===== src/hw/rtl/sgrt_pkg.sv =====
// Shared constants, types and the SGR code decoder for the style tracker.
`default_nettype none

package sgrt_pkg;

   localparam int unsigned ATTR_BITS     = 4;
   localparam int unsigned BASE_BITS     = 12;
   localparam int unsigned CFG_PAIR_BITS = 8;
   localparam int unsigned PAIR_SLOTS    = 7;
   localparam int unsigned SLOT_BITS     = 3;
   localparam int unsigned NUM_BITS      = 10;
   localparam int unsigned ADDR_BITS     = 5;
   localparam int unsigned DATA_BITS     = 32;

   localparam logic [NUM_BITS-1:0] NUM_MAX = 10'd1023;

   localparam logic [7:0] CHAR_ZERO = 8'h30;
   localparam logic [7:0] CHAR_NINE = 8'h39;
   localparam logic [7:0] CHAR_SEMI = 8'h3B;
   localparam logic [7:0] CHAR_M    = 8'h6D;

   // Register indexes on the configuration port.
   localparam logic [2:0] REG_BASE    = 3'd0;
   localparam logic [2:0] REG_TEXT    = 3'd1;
   localparam logic [2:0] REG_CODE    = 3'd2;
   localparam logic [2:0] REG_QUOTE   = 3'd3;
   localparam logic [2:0] REG_ALARM   = 3'd4;
   localparam logic [2:0] REG_STRING  = 3'd5;
   localparam logic [2:0] REG_COMMENT = 3'd6;
   localparam logic [2:0] REG_KEYWORD = 3'd7;

   // Pair slots: register index minus one.
   localparam logic [SLOT_BITS-1:0] SLOT_TEXT    = 3'd0;
   localparam logic [SLOT_BITS-1:0] SLOT_CODE    = 3'd1;
   localparam logic [SLOT_BITS-1:0] SLOT_QUOTE   = 3'd2;
   localparam logic [SLOT_BITS-1:0] SLOT_ALARM   = 3'd3;
   localparam logic [SLOT_BITS-1:0] SLOT_STRING  = 3'd4;
   localparam logic [SLOT_BITS-1:0] SLOT_COMMENT = 3'd5;
   localparam logic [SLOT_BITS-1:0] SLOT_KEYWORD = 3'd6;

   localparam logic [ATTR_BITS-1:0] ATTR_BOLD      = 4'b0001;
   localparam logic [ATTR_BITS-1:0] ATTR_DIM       = 4'b0010;
   localparam logic [ATTR_BITS-1:0] ATTR_ITALIC    = 4'b0100;
   localparam logic [ATTR_BITS-1:0] ATTR_UNDERLINE = 4'b1000;

   // SGR codes.
   localparam logic [NUM_BITS-1:0] SGR_RESET        = 10'd0;
   localparam logic [NUM_BITS-1:0] SGR_BOLD         = 10'd1;
   localparam logic [NUM_BITS-1:0] SGR_DIM          = 10'd2;
   localparam logic [NUM_BITS-1:0] SGR_ITALIC       = 10'd3;
   localparam logic [NUM_BITS-1:0] SGR_UNDERLINE    = 10'd4;
   localparam logic [NUM_BITS-1:0] SGR_NORMAL       = 10'd22;
   localparam logic [NUM_BITS-1:0] SGR_NO_ITALIC    = 10'd23;
   localparam logic [NUM_BITS-1:0] SGR_NO_UNDERLINE = 10'd24;
   localparam logic [NUM_BITS-1:0] SGR_FG_BLACK     = 10'd30;
   localparam logic [NUM_BITS-1:0] SGR_FG_RED       = 10'd31;
   localparam logic [NUM_BITS-1:0] SGR_FG_GREEN     = 10'd32;
   localparam logic [NUM_BITS-1:0] SGR_FG_YELLOW    = 10'd33;
   localparam logic [NUM_BITS-1:0] SGR_FG_BLUE      = 10'd34;
   localparam logic [NUM_BITS-1:0] SGR_FG_MAGENTA   = 10'd35;
   localparam logic [NUM_BITS-1:0] SGR_FG_CYAN      = 10'd36;
   localparam logic [NUM_BITS-1:0] SGR_FG_WHITE     = 10'd37;
   localparam logic [NUM_BITS-1:0] SGR_BR_BLACK     = 10'd90;
   localparam logic [NUM_BITS-1:0] SGR_BR_RED       = 10'd91;
   localparam logic [NUM_BITS-1:0] SGR_BR_GREEN     = 10'd92;
   localparam logic [NUM_BITS-1:0] SGR_BR_YELLOW    = 10'd93;
   localparam logic [NUM_BITS-1:0] SGR_BR_BLUE      = 10'd94;
   localparam logic [NUM_BITS-1:0] SGR_BR_MAGENTA   = 10'd95;
   localparam logic [NUM_BITS-1:0] SGR_BR_CYAN      = 10'd96;
   localparam logic [NUM_BITS-1:0] SGR_BR_WHITE     = 10'd97;

   typedef enum logic [2:0] {
      ACT_NONE,
      ACT_BASE,
      ACT_SET,
      ACT_CLEAR,
      ACT_PAIR
   } sgr_act_type;

   typedef struct packed {
      sgr_act_type           act;
      logic [ATTR_BITS-1:0]  mask;
      logic [SLOT_BITS-1:0]  slot;
   } sgr_decode_type;

   typedef struct packed {
      logic [BASE_BITS-1:0]                         base;
      logic [PAIR_SLOTS-1:0][CFG_PAIR_BITS-1:0]     pair;
   } csr_regs_type;

   function automatic sgr_decode_type decode_sgr(input logic [NUM_BITS-1:0] code);
      sgr_decode_type d;
      d.act  = ACT_NONE;
      d.mask = '0;
      d.slot = SLOT_TEXT;
      unique case (code) inside
         SGR_RESET: d.act = ACT_BASE;
         SGR_BOLD: begin
            d.act  = ACT_SET;
            d.mask = ATTR_BOLD;
         end
         SGR_DIM: begin
            d.act  = ACT_SET;
            d.mask = ATTR_DIM;
         end
         SGR_ITALIC: begin
            d.act  = ACT_SET;
            d.mask = ATTR_ITALIC;
         end
         SGR_UNDERLINE: begin
            d.act  = ACT_SET;
            d.mask = ATTR_UNDERLINE;
         end
         SGR_NORMAL: begin
            d.act  = ACT_CLEAR;
            d.mask = ATTR_BOLD | ATTR_DIM;
         end
         SGR_NO_ITALIC: begin
            d.act  = ACT_CLEAR;
            d.mask = ATTR_ITALIC;
         end
         SGR_NO_UNDERLINE: begin
            d.act  = ACT_CLEAR;
            d.mask = ATTR_UNDERLINE;
         end
         SGR_FG_BLACK, SGR_FG_WHITE, SGR_BR_BLACK, SGR_BR_WHITE: begin
            d.act  = ACT_PAIR;
            d.slot = SLOT_TEXT;
         end
         SGR_FG_GREEN, SGR_BR_GREEN: begin
            d.act  = ACT_PAIR;
            d.slot = SLOT_CODE;
         end
         SGR_FG_CYAN, SGR_BR_CYAN: begin
            d.act  = ACT_PAIR;
            d.slot = SLOT_QUOTE;
         end
         SGR_FG_RED, SGR_BR_RED: begin
            d.act  = ACT_PAIR;
            d.slot = SLOT_ALARM;
         end
         SGR_FG_YELLOW, SGR_BR_YELLOW: begin
            d.act  = ACT_PAIR;
            d.slot = SLOT_STRING;
         end
         SGR_FG_BLUE, SGR_BR_BLUE: begin
            d.act  = ACT_PAIR;
            d.slot = SLOT_COMMENT;
         end
         SGR_FG_MAGENTA, SGR_BR_MAGENTA: begin
            d.act  = ACT_PAIR;
            d.slot = SLOT_KEYWORD;
         end
         default: d.act = ACT_NONE;
      endcase
      return d;
   endfunction

endpackage

`default_nettype wire


===== src/hw/rtl/sgrt_req_if.sv =====
// Request channel: one escape-sequence byte with its framing flags.
`default_nettype none

interface sgrt_req_if;
   logic       valid;
   logic       ready;
   logic [7:0] text_byte;
   logic       start_seq;
   logic       end_of_text;

   modport source (output valid, output text_byte, output start_seq, output end_of_text,
                   input ready);
   modport sink   (input valid, input text_byte, input start_seq, input end_of_text,
                   output ready);
endinterface

`default_nettype wire


===== src/hw/rtl/sgrt_rsp_if.sv =====
// Result channel: text style after one byte and the end-of-sequence flag.
`default_nettype none

interface sgrt_rsp_if;
   logic       valid;
   logic       ready;
   logic       bold;
   logic       dim;
   logic       italic;
   logic       underline;
   logic [7:0] color_pair;
   logic       seq_done;

   modport source (output valid, output bold, output dim, output italic, output underline,
                   output color_pair, output seq_done, input ready);
   modport sink   (input valid, input bold, input dim, input italic, input underline,
                   input color_pair, input seq_done, output ready);
endinterface

`default_nettype wire


===== src/hw/rtl/sgrt_csr.sv =====
// APB-style configuration registers: base style and the seven color pairs.
`default_nettype none

module sgrt_csr (
   input  wire logic                           clock,
   input  wire logic                           reset,
   input  wire logic                           psel,
   input  wire logic                           penable,
   input  wire logic                           pwrite,
   input  wire logic [sgrt_pkg::ADDR_BITS-1:0] paddr,
   input  wire logic [sgrt_pkg::DATA_BITS-1:0] pwdata,
   output logic      [sgrt_pkg::DATA_BITS-1:0] prdata,
   output logic                                pready,
   output sgrt_pkg::csr_regs_type              regs
);

   sgrt_pkg::csr_regs_type regs_ff;
   sgrt_pkg::csr_regs_type regs_in;
   logic [2:0]             reg_idx;
   logic [2:0]             slot_idx;
   logic                   wr_en;

   assign pready   = 1'b1;
   assign reg_idx  = paddr[4:2];
   assign slot_idx = 3'(reg_idx - sgrt_pkg::REG_TEXT);
   assign wr_en    = psel && penable && pwrite;

   always_comb begin
      regs_in = regs_ff;
      if (wr_en) begin
         unique case (reg_idx)
            sgrt_pkg::REG_BASE: regs_in.base = pwdata[sgrt_pkg::BASE_BITS-1:0];
            default:            regs_in.pair[slot_idx] = pwdata[sgrt_pkg::CFG_PAIR_BITS-1:0];
         endcase
      end
   end

   always_ff @(posedge clock) begin
      if (reset) begin
         regs_ff <= '0;
      end else begin
         regs_ff <= regs_in;
      end
   end

   always_comb begin
      unique case (reg_idx)
         sgrt_pkg::REG_BASE: prdata = sgrt_pkg::DATA_BITS'(regs_ff.base);
         default:            prdata = sgrt_pkg::DATA_BITS'(regs_ff.pair[slot_idx]);
      endcase
   end

   assign regs = regs_ff;

endmodule

`default_nettype wire


===== src/hw/rtl/sgr_escape_style_tracker.sv =====
// Top level: SGR escape parser that tracks the running text style.
// Pipeline: input register, then the style update into the result register.
// Throughput: one request per cycle unless results back up; the style and number
// state loop closes in the single update stage; bytes never wait on each other.
// Reset (synchronous, active high): style, number state, registers and both
// pipeline valid flags clear; there is no clearing pass.
`default_nettype none

module sgr_escape_style_tracker #(
   parameter int unsigned PAIR_BITS = 8
) (
   input  wire logic                           clock,
   input  wire logic                           reset,
   sgrt_req_if.sink                            req_bus,
   sgrt_rsp_if.source                          rsp_bus,
   input  wire logic                           psel,
   input  wire logic                           penable,
   input  wire logic                           pwrite,
   input  wire logic [sgrt_pkg::ADDR_BITS-1:0] paddr,
   input  wire logic [sgrt_pkg::DATA_BITS-1:0] pwdata,
   output logic      [sgrt_pkg::DATA_BITS-1:0] prdata,
   output logic                                pready
);

   localparam int unsigned NB = sgrt_pkg::NUM_BITS;
   localparam int unsigned AB = sgrt_pkg::ATTR_BITS;
   // Room for accum * 10 + 9 without overflow.
   localparam int unsigned PROD_BITS = NB + 4;

   typedef struct packed {
      logic [7:0] text_byte;
      logic       start_seq;
      logic       end_of_text;
   } req_item_type;

   sgrt_pkg::csr_regs_type regs;

   // ------------------------------------------------------------------
   // Configuration registers
   // ------------------------------------------------------------------
   sgrt_csr u_csr (
      .clock   (clock),
      .reset   (reset),
      .psel    (psel),
      .penable (penable),
      .pwrite  (pwrite),
      .paddr   (paddr),
      .pwdata  (pwdata),
      .prdata  (prdata),
      .pready  (pready),
      .regs    (regs)
   );

   // ------------------------------------------------------------------
   // Handshake and pipeline valids
   // ------------------------------------------------------------------
   logic          s1_valid_ff, s1_valid_in;
   req_item_type  s1_item_ff;
   logic          rsp_valid_ff, rsp_valid_in;
   logic          req_fire;
   logic          advance;

   // Advance the update stage whenever the result register is free or draining.
   assign advance      = s1_valid_ff && (!rsp_valid_ff || rsp_bus.ready);
   assign req_bus.ready = !s1_valid_ff || advance;
   assign req_fire     = req_bus.valid && req_bus.ready;
   assign s1_valid_in  = req_fire || (s1_valid_ff && !advance);
   assign rsp_valid_in = advance || (rsp_valid_ff && !rsp_bus.ready);

   always_ff @(posedge clock) begin
      if (reset) begin
         s1_valid_ff  <= 1'b0;
         rsp_valid_ff <= 1'b0;
      end else begin
         s1_valid_ff  <= s1_valid_in;
         rsp_valid_ff <= rsp_valid_in;
      end
   end

   // Capture the request payload; hold it while the stage is stalled.
   always_ff @(posedge clock) begin
      if (req_fire) begin
         s1_item_ff.text_byte   <= req_bus.text_byte;
         s1_item_ff.start_seq   <= req_bus.start_seq;
         s1_item_ff.end_of_text <= req_bus.end_of_text;
      end
   end

   // ------------------------------------------------------------------
   // Parser state
   // ------------------------------------------------------------------
   logic [AB-1:0]        attr_ff, attr_in;
   logic [PAIR_BITS-1:0] pair_ff, pair_in;
   logic [NB-1:0]        accum_ff, accum_in;
   logic                 pend_ff, pend_in;
   logic                 applied_ff, applied_in;
   logic                 in_seq_ff, in_seq_in;

   logic                     active;
   logic [NB-1:0]            accum_cur;
   logic                     pend_cur;
   logic                     applied_cur;
   logic                     is_digit, is_semi, is_m;
   logic [3:0]               digit_val;
   logic [PROD_BITS-1:0]     accum_next;
   logic [NB-1:0]            accum_sat;
   logic                     ends_seq;
   logic                     done;
   logic                     apply_en;
   logic [NB-1:0]            code;
   sgrt_pkg::sgr_decode_type dec;

   always_comb begin
      // A start byte abandons whatever sequence was open.
      active      = s1_item_ff.start_seq || in_seq_ff;
      accum_cur   = s1_item_ff.start_seq ? '0   : accum_ff;
      pend_cur    = s1_item_ff.start_seq ? 1'b0 : pend_ff;
      applied_cur = s1_item_ff.start_seq ? 1'b0 : applied_ff;

      is_digit  = (s1_item_ff.text_byte >= sgrt_pkg::CHAR_ZERO) &&
                  (s1_item_ff.text_byte <= sgrt_pkg::CHAR_NINE);
      is_semi   = (s1_item_ff.text_byte == sgrt_pkg::CHAR_SEMI);
      is_m      = (s1_item_ff.text_byte == sgrt_pkg::CHAR_M);
      digit_val = 4'(s1_item_ff.text_byte - sgrt_pkg::CHAR_ZERO);

      // accum * 10 + digit, saturating.
      accum_next = (PROD_BITS'(accum_cur) << 3) + (PROD_BITS'(accum_cur) << 1)
                   + PROD_BITS'(digit_val);
      accum_sat  = (accum_next > PROD_BITS'(sgrt_pkg::NUM_MAX)) ? sgrt_pkg::NUM_MAX
                                                                 : NB'(accum_next);

      accum_in   = accum_cur;
      pend_in    = pend_cur;
      applied_in = applied_cur;
      in_seq_in  = in_seq_ff;
      ends_seq   = 1'b0;
      done       = 1'b0;
      apply_en   = 1'b0;
      code       = sgrt_pkg::SGR_RESET;

      if (active) begin
         in_seq_in = 1'b1;
         if (is_digit) begin
            accum_in = accum_sat;
            pend_in  = 1'b1;
         end else if (is_semi) begin
            // Empty parameter counts as code 0.
            apply_en = 1'b1;
            code     = pend_cur ? accum_cur : sgrt_pkg::SGR_RESET;
            accum_in = '0;
            pend_in  = 1'b0;
         end else if (is_m) begin
            apply_en = pend_cur;
            code     = accum_cur;
            ends_seq = 1'b1;
         end else begin
            // Any other byte aborts: drop the pending number.
            ends_seq = 1'b1;
         end

         done = ends_seq || s1_item_ff.end_of_text;

         if (done) begin
            // A sequence that applied nothing restores the base style.
            if (!(applied_cur || apply_en)) begin
               apply_en = 1'b1;
               code     = sgrt_pkg::SGR_RESET;
            end
            in_seq_in  = 1'b0;
            accum_in   = '0;
            pend_in    = 1'b0;
            applied_in = 1'b0;
         end else begin
            applied_in = applied_cur || apply_en;
         end
      end
   end

   // Apply the selected code to the style.
   always_comb begin
      dec     = sgrt_pkg::decode_sgr(code);
      attr_in = attr_ff;
      pair_in = pair_ff;
      if (apply_en) begin
         unique case (dec.act)
            sgrt_pkg::ACT_BASE: begin
               attr_in = regs.base[AB-1:0];
               pair_in = PAIR_BITS'(regs.base[sgrt_pkg::BASE_BITS-1:AB]);
            end
            sgrt_pkg::ACT_SET:   attr_in = attr_ff | dec.mask;
            sgrt_pkg::ACT_CLEAR: attr_in = attr_ff & ~dec.mask;
            sgrt_pkg::ACT_PAIR:  pair_in = PAIR_BITS'(regs.pair[dec.slot]);
            default: begin
               attr_in = attr_ff;
               pair_in = pair_ff;
            end
         endcase
      end
   end

   // Commit the state only when the byte moves into the result register.
   always_ff @(posedge clock) begin
      if (reset) begin
         attr_ff    <= '0;
         pair_ff    <= '0;
         accum_ff   <= '0;
         pend_ff    <= 1'b0;
         applied_ff <= 1'b0;
         in_seq_ff  <= 1'b0;
      end else if (advance) begin
         attr_ff    <= attr_in;
         pair_ff    <= pair_in;
         accum_ff   <= accum_in;
         pend_ff    <= pend_in;
         applied_ff <= applied_in;
         in_seq_ff  <= in_seq_in;
      end
   end

   // ------------------------------------------------------------------
   // Result register
   // ------------------------------------------------------------------
   logic [AB-1:0] rsp_attr_ff;
   logic [7:0]    rsp_pair_ff;
   logic          rsp_done_ff;

   always_ff @(posedge clock) begin
      if (advance) begin
         rsp_attr_ff <= attr_in;
         rsp_pair_ff <= 8'(pair_in);
         rsp_done_ff <= done;
      end
   end

   assign rsp_bus.valid      = rsp_valid_ff;
   assign rsp_bus.bold       = rsp_attr_ff[0];
   assign rsp_bus.dim        = rsp_attr_ff[1];
   assign rsp_bus.italic     = rsp_attr_ff[2];
   assign rsp_bus.underline  = rsp_attr_ff[3];
   assign rsp_bus.color_pair = rsp_pair_ff;
   assign rsp_bus.seq_done   = rsp_done_ff;

   // ------------------------------------------------------------------
   // Assertions
   // ------------------------------------------------------------------
   // Outside a sequence no number state may linger.
   a_idle_clean: assert property (@(posedge clock) disable iff (reset)
      !in_seq_ff |-> (!pend_ff && !applied_ff && accum_ff == '0))
      else $error("number state left over outside a sequence");

   // The accumulator only holds a value while digits are pending.
   a_accum_pending: assert property (@(posedge clock) disable iff (reset)
      !pend_ff |-> (accum_ff == '0))
      else $error("accumulator nonzero with no digits pending");

   // A byte that leaves the update stage always lands in the result register.
   a_advance_loads: assert property (@(posedge clock) disable iff (reset)
      advance |=> rsp_valid_ff)
      else $error("advanced byte did not produce a result");

   // An accepted request is held in the update stage on the next cycle.
   a_req_held: assert property (@(posedge clock) disable iff (reset)
      req_fire |=> s1_valid_ff)
      else $error("accepted request lost");

endmodule

`default_nettype wire


===== src/flat_wrapper.sv =====
// flat-port wrapper written by rule: the top's interface ports become plain ports
module sgr_escape_style_tracker_flat 
#(
   parameter int unsigned PAIR_BITS = 8
)
  (clock, reset, psel, penable, pwrite, paddr, pwdata, prdata, pready, req_bus_valid, req_bus_text_byte, req_bus_start_seq, req_bus_end_of_text, req_bus_ready, rsp_bus_valid, rsp_bus_bold, rsp_bus_dim, rsp_bus_italic, rsp_bus_underline, rsp_bus_color_pair, rsp_bus_seq_done, rsp_bus_ready);
  sgrt_req_if req_bus_i ();
  sgrt_rsp_if rsp_bus_i ();
  input  wire logic clock;
  input  wire logic reset;
  input  wire logic psel;
  input  wire logic penable;
  input  wire logic pwrite;
  input  wire logic [sgrt_pkg::ADDR_BITS-1:0] paddr;
  input  wire logic [sgrt_pkg::DATA_BITS-1:0] pwdata;
  output logic      [sgrt_pkg::DATA_BITS-1:0] prdata;
  output logic pready;
  input wire logic [$bits(req_bus_i.valid)-1:0] req_bus_valid;
  input wire logic [$bits(req_bus_i.text_byte)-1:0] req_bus_text_byte;
  input wire logic [$bits(req_bus_i.start_seq)-1:0] req_bus_start_seq;
  input wire logic [$bits(req_bus_i.end_of_text)-1:0] req_bus_end_of_text;
  output wire logic [$bits(req_bus_i.ready)-1:0] req_bus_ready;
  output wire logic [$bits(rsp_bus_i.valid)-1:0] rsp_bus_valid;
  output wire logic [$bits(rsp_bus_i.bold)-1:0] rsp_bus_bold;
  output wire logic [$bits(rsp_bus_i.dim)-1:0] rsp_bus_dim;
  output wire logic [$bits(rsp_bus_i.italic)-1:0] rsp_bus_italic;
  output wire logic [$bits(rsp_bus_i.underline)-1:0] rsp_bus_underline;
  output wire logic [$bits(rsp_bus_i.color_pair)-1:0] rsp_bus_color_pair;
  output wire logic [$bits(rsp_bus_i.seq_done)-1:0] rsp_bus_seq_done;
  input wire logic [$bits(rsp_bus_i.ready)-1:0] rsp_bus_ready;
  assign req_bus_i.valid = req_bus_valid;
  assign req_bus_i.text_byte = req_bus_text_byte;
  assign req_bus_i.start_seq = req_bus_start_seq;
  assign req_bus_i.end_of_text = req_bus_end_of_text;
  assign req_bus_ready = req_bus_i.ready;
  assign rsp_bus_valid = rsp_bus_i.valid;
  assign rsp_bus_bold = rsp_bus_i.bold;
  assign rsp_bus_dim = rsp_bus_i.dim;
  assign rsp_bus_italic = rsp_bus_i.italic;
  assign rsp_bus_underline = rsp_bus_i.underline;
  assign rsp_bus_color_pair = rsp_bus_i.color_pair;
  assign rsp_bus_seq_done = rsp_bus_i.seq_done;
  assign rsp_bus_i.ready = rsp_bus_ready;
  sgr_escape_style_tracker #(.PAIR_BITS(PAIR_BITS)) u_core (.clock(clock), .reset(reset), .req_bus(req_bus_i), .rsp_bus(rsp_bus_i), .psel(psel), .penable(penable), .pwrite(pwrite), .paddr(paddr), .pwdata(pwdata), .prdata(prdata), .pready(pready));
endmodule

===== config.mk =====
export PLATFORM = sky130hd
export DESIGN_NAME = sgr_escape_style_tracker_flat
export DESIGN_NICKNAME = d
export VERILOG_FILES = /design/src/hw/rtl/sgrt_pkg.sv /design/src/hw/rtl/sgrt_req_if.sv /design/src/hw/rtl/sgrt_rsp_if.sv /design/src/hw/rtl/sgrt_csr.sv /design/src/hw/rtl/sgr_escape_style_tracker.sv /design/src/flat_wrapper.sv
export SDC_FILE = /design/constraint.sdc
export NUM_CORES = 1
export LEC_CHECK = 0
export BUFFER_PORTS_ARGS = -buffer_cell sky130_fd_sc_hd__buf_2
export CORE_ASPECT_RATIO = 0.5
export CORE_MARGIN = 2
export CORE_UTILIZATION = 49
export CTS_CLUSTER_DIAMETER = 200
export DETAILED_ROUTE_END_ITERATION = 12
export PLACE_DENSITY_LB_ADDON = 0.3
export SYNTH_ARGS = -nofsm -noshare
export SYNTH_HDL_FRONTEND = slang
export SYNTH_SLANG_ARGS = --single-unit

===== constraint.sdc =====
create_clock -name clock -period 4.02 [get_ports clock]
set_input_delay 0.804 -clock clock [delete_from_list [all_inputs] [get_ports clock]]
set_output_delay 0.804 -clock clock [all_outputs]
set_load 0.01 [all_outputs]

# Word-level counts from Yosys, hierarchy flattened
# Index checks and enable logic that the tools add are counted.
# totals
reg_bits	118
elab_cells	147
# op_classes
n_reduce_logical	35
magnitude_cmp	6
bitwise_logic	4
eq_ne	29
mux	47
add_sub_neg	4
# ops
cell	count
10-bit 2-to-1 mux	13
10-bit by 7-bit == test with 1-bit output (second input constant)	8
10-bit by 6-bit == test with 1-bit output (second input constant)	6
56-bit bitwise mux	1
10-bit by 5-bit == test with 1-bit output (second input constant)	5
8-bit binary-select mux with 3-bit select	2
8-bit 2-to-1 mux	4
8-bit demux with 3-bit select	1
10-bit by 2-bit == test with 1-bit output (second input constant)	2
4-bit one-hot mux with 5 select lines	1
1-bit 2-to-1 mux	19
3-bit one-hot mux with 6 select lines	1
8-bit one-hot mux with 2 select lines	1
16-bit OR reduction	1
2-bit OR reduction	8
13-bit by 11-bit adder with 14-bit output	1
14-bit by 4-bit adder with 14-bit output	1
14-bit by 10-bit greater-than comparator with 1-bit output (second input constant)	1
12-bit 2-to-1 mux	1
3-bit one-hot mux with 4 select lines	1
4-bit one-hot mux with 3 select lines	1
10-bit by 1-bit == test with 1-bit output (second input constant)	1
10-bit by 3-bit == test with 1-bit output (second input constant)	1
10-bit logical NOT	1
other kinds (23)	43

# Depth between registers and ports, before layout
# logic_depth
word_depth	16
depth_mapped	15
depth_no_buf	14

# By module
# Synthesis repeated with hierarchy kept, for this count alone.
# hier_totals
cells_unflattened	778
area_unflattened_um2	7131.8
# by_module_without_submodules
module	n_inst	area_per_inst_um2	cells_each
sgr_escape_style_tracker	1	3636.0	435
sgrt_csr	1	3495.9	343

# Worst setup path after synthesis
# No wires, ideal clock.
# synth_path
kind	register to register
startpoint	register u_core.s1_item_ff[1] in the netlist's numbering
endpoint	register u_core.accum_ff[4]
period_less_slack_ns	3.876
arrival_time_ns	3.759
slack_ns	0.144
n_path_buf	2
stages_incl_launch_ff	15
cell_sequence	edfxtp_1 clkbuf_1 clkbuf_1 nor2b_1 fa_1 inv_1 fa_1 nor2b_1 o21ai_0 a21boi_0 o21a_1 o21ai_0 nor4_1 o221ai_1 a22o_1
# synth_between
elab_chain_len	8
word_cells_on_any_way	10
# synth_rtl
element	line_no	rtl
start, declared	sgr_escape_style_tracker.sv:58	req_item_type s1_item_ff;
10-bit 2-to-1 mux	sgr_escape_style_tracker.sv:116	accum_cur = s1_item_ff.start_seq ? '0 : accum_ff;
13-bit by 11-bit adder with 14-bit output	sgr_escape_style_tracker.sv:127	accum_next = (PROD_BITS'(accum_cur) << 3) + (PROD_BITS'(accum_cur) << 1)
14-bit by 4-bit adder with 14-bit output	sgr_escape_style_tracker.sv:128	+ PROD_BITS'(digit_val);
14-bit by 10-bit greater-than comparator with 1-bit output	sgr_escape_style_tracker.sv:129	accum_sat = (accum_next > PROD_BITS'(sgrt_pkg::NUM_MAX)) ? sgrt_pkg::NUM_MAX
10-bit 2-to-1 mux	sgr_escape_style_tracker.sv:129	
10-bit 2-to-1 mux	sgr_escape_style_tracker.sv:143	if (is_digit) begin
10-bit 2-to-1 mux	sgr_escape_style_tracker.sv:163	if (done) begin
10-bit 2-to-1 mux (*)	sgr_escape_style_tracker.sv:141	if (active) begin
end signal, assigned	sgr_escape_style_tracker.sv:213	accum_ff <= accum_in;
end, declared	sgr_escape_style_tracker.sv:94	logic [NB-1:0] accum_ff, accum_in;
# Mark *: on every way between the ends. The rest lies on a longest branch, timed or not.
# A chain may end at the register's enable or synchronous reset.

# Worst setup path after layout
# layout_path
startpoint	input paddr[2] in the netlist's numbering
endpoint	output prdata[1] in the netlist's numbering
# layout_between
elab_chain_len	4
word_cells_on_any_way	5
# layout_rtl
element	line_no	rtl
start, declared	flat_wrapper.sv:14	input wire logic [sgrt_pkg::ADDR_BITS-1:0] paddr;
3-bit by 1-bit subtractor with 3-bit output	sgrt_csr.sv:25	assign slot_idx = 3'(reg_idx - sgrt_pkg::REG_TEXT);
8-bit binary-select mux with 3-bit select	sgrt_csr.sv:49	default: prdata = sgrt_pkg::DATA_BITS'(regs_ff.pair[slot_idx]);
8-bit 2-to-1 mux (implied by the code)	sgrt_csr.sv:49	
12-bit 2-to-1 mux (*)	sgrt_csr.sv:47	unique case (reg_idx)
end, declared	flat_wrapper.sv:16	output logic [sgrt_pkg::DATA_BITS-1:0] prdata;
# Mark *: on every way between the ends. The rest lies on a longest branch, timed or not. The select of a mux whose other input is x is not followed.

==> impl_metrics.csv <==
group,metric,value,unit
synthesis,synth_edf_count,23,
global_routing,antenna_found_initial,0,
timing,period_needed,3.82,ns
detailed_routing,drtIter0Drc,634,
global_routing,grtUsageTotal,25.5,%
placed_design,numPortBuffers,58,
clock_tree,insertion_delay,0.42,ns
floorplanning,initial_core_util,50.0,%
floorplanning,fp.dieW,175,um
synthesis,ys_seq_elements,118,
floorplanning,io_pins,102,
timing,setup-violations-final,0,
worst_setup_path,arrival,3.02,ns
detailed_routing,ant_nets,0,
detailed_routing,drt-total-wl,19.8,mm
synthesis,synthFlopType,"dfxtp_1",
synthesis,yosysWarnings,0,
timing,worstMarginPinSlew,1.06,ns
power_and_ir_drop,p_per_area,376,mW/mm^2
hold_path,hp-class,"reg2reg",
timing,setup_tns,0,ns
clock_tree,hold_buffers,0,
layout,drive_gt1_share,17.3,%
floorplanning,core,0.0144,mm^2
timing,timing.hold.ws,0.482,ns
layout,ff_latch_area,0.00259,mm^2
clock_tree,cts_resized,0,
detailed_routing,dr_total_vias,6413,
layout,n_antenna_cell,0,
worst_setup_path,critical_path.max_stage_delay,0.44,ns
placed_design,place_congestion,0.962,
power_and_ir_drop,internal_power,0.00240,W
power_and_ir_drop,pwr-share-seq,39.7,%
global_routing,grt_pass1_vias,5881,
synthesis,syn_inst,790,
timing,slew-limit-headroom,29.1,%
floorplanning,num_rows,31,
clock_tree,cts_buffers,17,
layout,num-nets-final,926,
floorplanning,die_h,89.7,um
worst_setup_path,cp_cell_sequence,"buf_2, inv_1, ha_1, inv_1, nor2_1, a221oi_1, nor2_1, a2111oi_0, nor2_1, buf_2",
synthesis,ys_top_cells_by_area,"dfxtp_1 26%, mux2i_1 12%, edfxtp_1 9.6%, nor2_1 5.7%, ha_1 3.7%",
clock_tree,clkTransAtPathRegs,0.06,ns
placed_design,pre_cts_slack,0.286,ns
timing,rsz0062_at_grt,"no",
power_and_ir_drop,p_leak,3.41,nW
floorplanning,dieArea,0.0157,mm^2
timing,min_period_over_period,95.1,%
clock_tree,cts_root_buffer,"clkbuf_16",
synthesis,async_flop_share,0,%
timing,final_max_slew_viol_count,0,
worst_setup_path,critical-path-slowest-cell,"a2111oi_0",
detailed_routing,dr.pass1.iters,10,
synthesis,syn_area,0.00719,mm^2
layout,fillers,1250,
synthesis,yosysTopAreaCell,"dfxtp_1",
layout,area_delta_synth_final,16.0,%
status,outcome,"completed",
worst_setup_path,cp_common_cell,"nor2_1",
detailed_routing,viasPerCell,6.05,
worst_setup_path,required,3.22,ns
run,drv_cap,0,
synthesis,netlist.area_leader.share,26.5,%
timing,finalHoldViolCount,0,
synthesis,synth.yosys.seq_area_share,36.1,%
timing,finClkSkew,0.0137,ns
power_and_ir_drop,p_clk_share,53.2,%
layout,multi_input_area,0.00430,mm^2
synthesis,ys_types,76,
detailed_routing,wl_per_cell,18.7,um
clock_tree,postCtsSetupBuffers,0,
worst_setup_path,crit_fanout,10,
global_routing,grt_pass1_wl,31.2,mm
power_and_ir_drop,pwr-share-comb,7.1,%
timing,layout_setup_ws,0.196,ns
power_and_ir_drop,p_sw,0.000737,W
timing,fmax,262,MHz
power_and_ir_drop,switching_share,23.5,%
synthesis,synth.avg_cell_area,9.10,um^2
power_and_ir_drop,irDropWorstVdd,0.258,mV
placed_design,dpl.hpwl,14.0,mm
clock_tree,cts_max_path_buffers,2,
worst_setup_path,crit_type,"in2out",
worst_setup_path,crit_path_end_kind,"primary output",
clock_tree,ctsHtreeMaxLevel,4,
clock_tree,cts.sinks,118,
detailed_routing,drcViolationCount,0,
global_routing,grt-ovfl-total,0,
global_routing,grt_max_degree,52,
worst_setup_path,cp-start-kind,"input port",
clock_tree,cts_tree,"done",
## cell usage in the layout (no fill, tap or decap), types with 5 or more instances in the layout
| master | Yosys | final |
|---|---|---|
| buf_4 | 21 | 25 |
| nor2_1 | 109 | 109 |
| nand2_1 | 59 | 59 |
| mux2_1 | 10 | 10 |
| conb_1 | 2 | 21 |
| a21oi_1 | 46 | 46 |
| a21o_1 | 5 | 5 |
| mux2_2 | 7 | 7 |
| a32oi_1 | 9 | 9 |
| clkbuf_8 | 0 | 5 |
| a2bb2oi_1 | 10 | 10 |
| a211oi_1 | 9 | 9 |
| and3_1 | 9 | 9 |
| a221oi_1 | 5 | 5 |
| ha_1 | 21 | 21 |
| a31oi_1 | 13 | 13 |
| clkbuf_16 | 0 | 18 |
| o21ai_0 | 28 | 28 |
| or2_2 | 6 | 6 |
| mux2i_1 | 87 | 87 |
| buf_2 | 3 | 58 |
| o211ai_1 | 15 | 15 |
| nand3_1 | 6 | 6 |
| nand2b_1 | 5 | 5 |
| a22o_1 | 14 | 14 |
| nor3_1 | 10 | 10 |
| and2_1 | 7 | 7 |
| a22oi_1 | 8 | 8 |
| o221a_1 | 8 | 8 |
| edfxtp_1 | 23 | 23 |
| dfxtp_1 | 95 | 95 |
| inv_1 | 14 | 14 |
| nor2b_1 | 18 | 18 |
## final cells by class
type	instances	area share, %
clock inverters	9	1.63
flip-flops and latches	118	31.1
well taps	198	2.97
clock buffers	23	6.22
multi-input cells	614	51.5
inverters	14	0.630
repair buffers	84	5.97
## power by group through the flow
stage | combinational, W | sequential [W] | clock (W)
6_report | 0.000223 | 0.00125 | 0.00167
5_1_grt | 0.000241 | 0.00125 | 0.00174
4_1_cts | 0.000219 | 0.00125 | 0.00167
2_1_floorplan | 0.000155 | 0.00127 | 0
3_5_place_dp | 0.000217 | 0.00127 | 0
3_3_place_gp | 0.000214 | 0.00127 | 0
## synthesized netlist by cell type, types with 6 or more instances
library cell  instances
and3_1                9
o221a_1               8
a21oi_1              46
dfxtp_1              95
and2_1                7
mux2_1               10
a22oi_1               8
o211ai_1             15
a211oi_1              9
nand3_1               6
o21ai_0              28
mux2i_1              87
inv_1                14
a2bb2oi_1            10
edfxtp_1             23
a22o_1               14
buf_4                21
ha_1                 21
nor3_1               10
a31oi_1              13
buf_1                10
a32oi_1               9
clkbuf_1             26
nor2_1              109
mux2_2                7
nor2b_1              18
or2_2                 6
nand2_1              59
## cells by family after synthesis
| logic type | Yosys count | share of synthesized area [%] |
|---|---|---|
| xor gates and xnor gates | 5 | 0.609 |
| AOI/OAI and AO/OA | 207 | 20.9 |
| buffers and inverters | 77 | 5.48 |
| and+or+nand+nor | 251 | 16.9 |
| other | 2 | 0.104 |
| adders and majority gates | 23 | 4.21 |
| DFF | 118 | 36.1 |
| muxes | 107 | 15.7 |
## path summary, 6_finish.rpt
kind	start	to	slack, ns	cells past startpoint
worst max-delay path	paddr[2]	prdata[1]	0.20	10
worst min register to register	u_core.u_csr.regs[67]	u_core.u_csr.regs[67]	0.48	2
worst max register to register	u_core.s1_item_ff[1]	u_core.rsp_bus.color_pair[1]	0.37	10
worst min-delay path	u_core.u_csr.regs[67]	u_core.u_csr.regs[67]	0.48	2
## stage by stage
| step | cells | total power, W | area (um^2) | util [%] |
|---|---|---|---|---|
| CTS | 1060 | 0.00314 | 8340 | 58.0 |
| global route | 1060 | 0.00323 | 8340 | 58.0 |
| global placement | 1028 | 0.00148 | 7690 | 53.4 |
| detailed placement | 1028 | 0.00149 | 7690 | 53.4 |
| floorplan | 809 | 0.00142 | 7260 | - |
| finish | 1060 | 0.00314 | 8340 | 58.0 |
## metal layers
metal	track usage, %	wire, um	up-vias
met2	41.1	8910	253
met4	7.88	350	0
met5	0	0	-
met1	34.5	9220	3110
li1	-	-	3018
met3	6.06	1360	32
## critical path: cells and delay by family
family,cells,cell delay (ns)
buf+inv,4,0.71
simple gates,3,0.31
compound gates,2,0.80
fa+ha+maj,1,0.39
## state kept, by name (all words and copies together), names as in the netlist, 4 cells and up
signal                     flops
u_core.pair_ff                 8
u_core.attr_ff                 4
u_core.s1_item_ff             10
u_core.rsp_attr_ff             4
u_core.u_csr.regs             68
u_core.accum_ff               10
u_core.rsp_bus.color_pair      8
No activity file was read; power rests on OpenSTA's default activity.
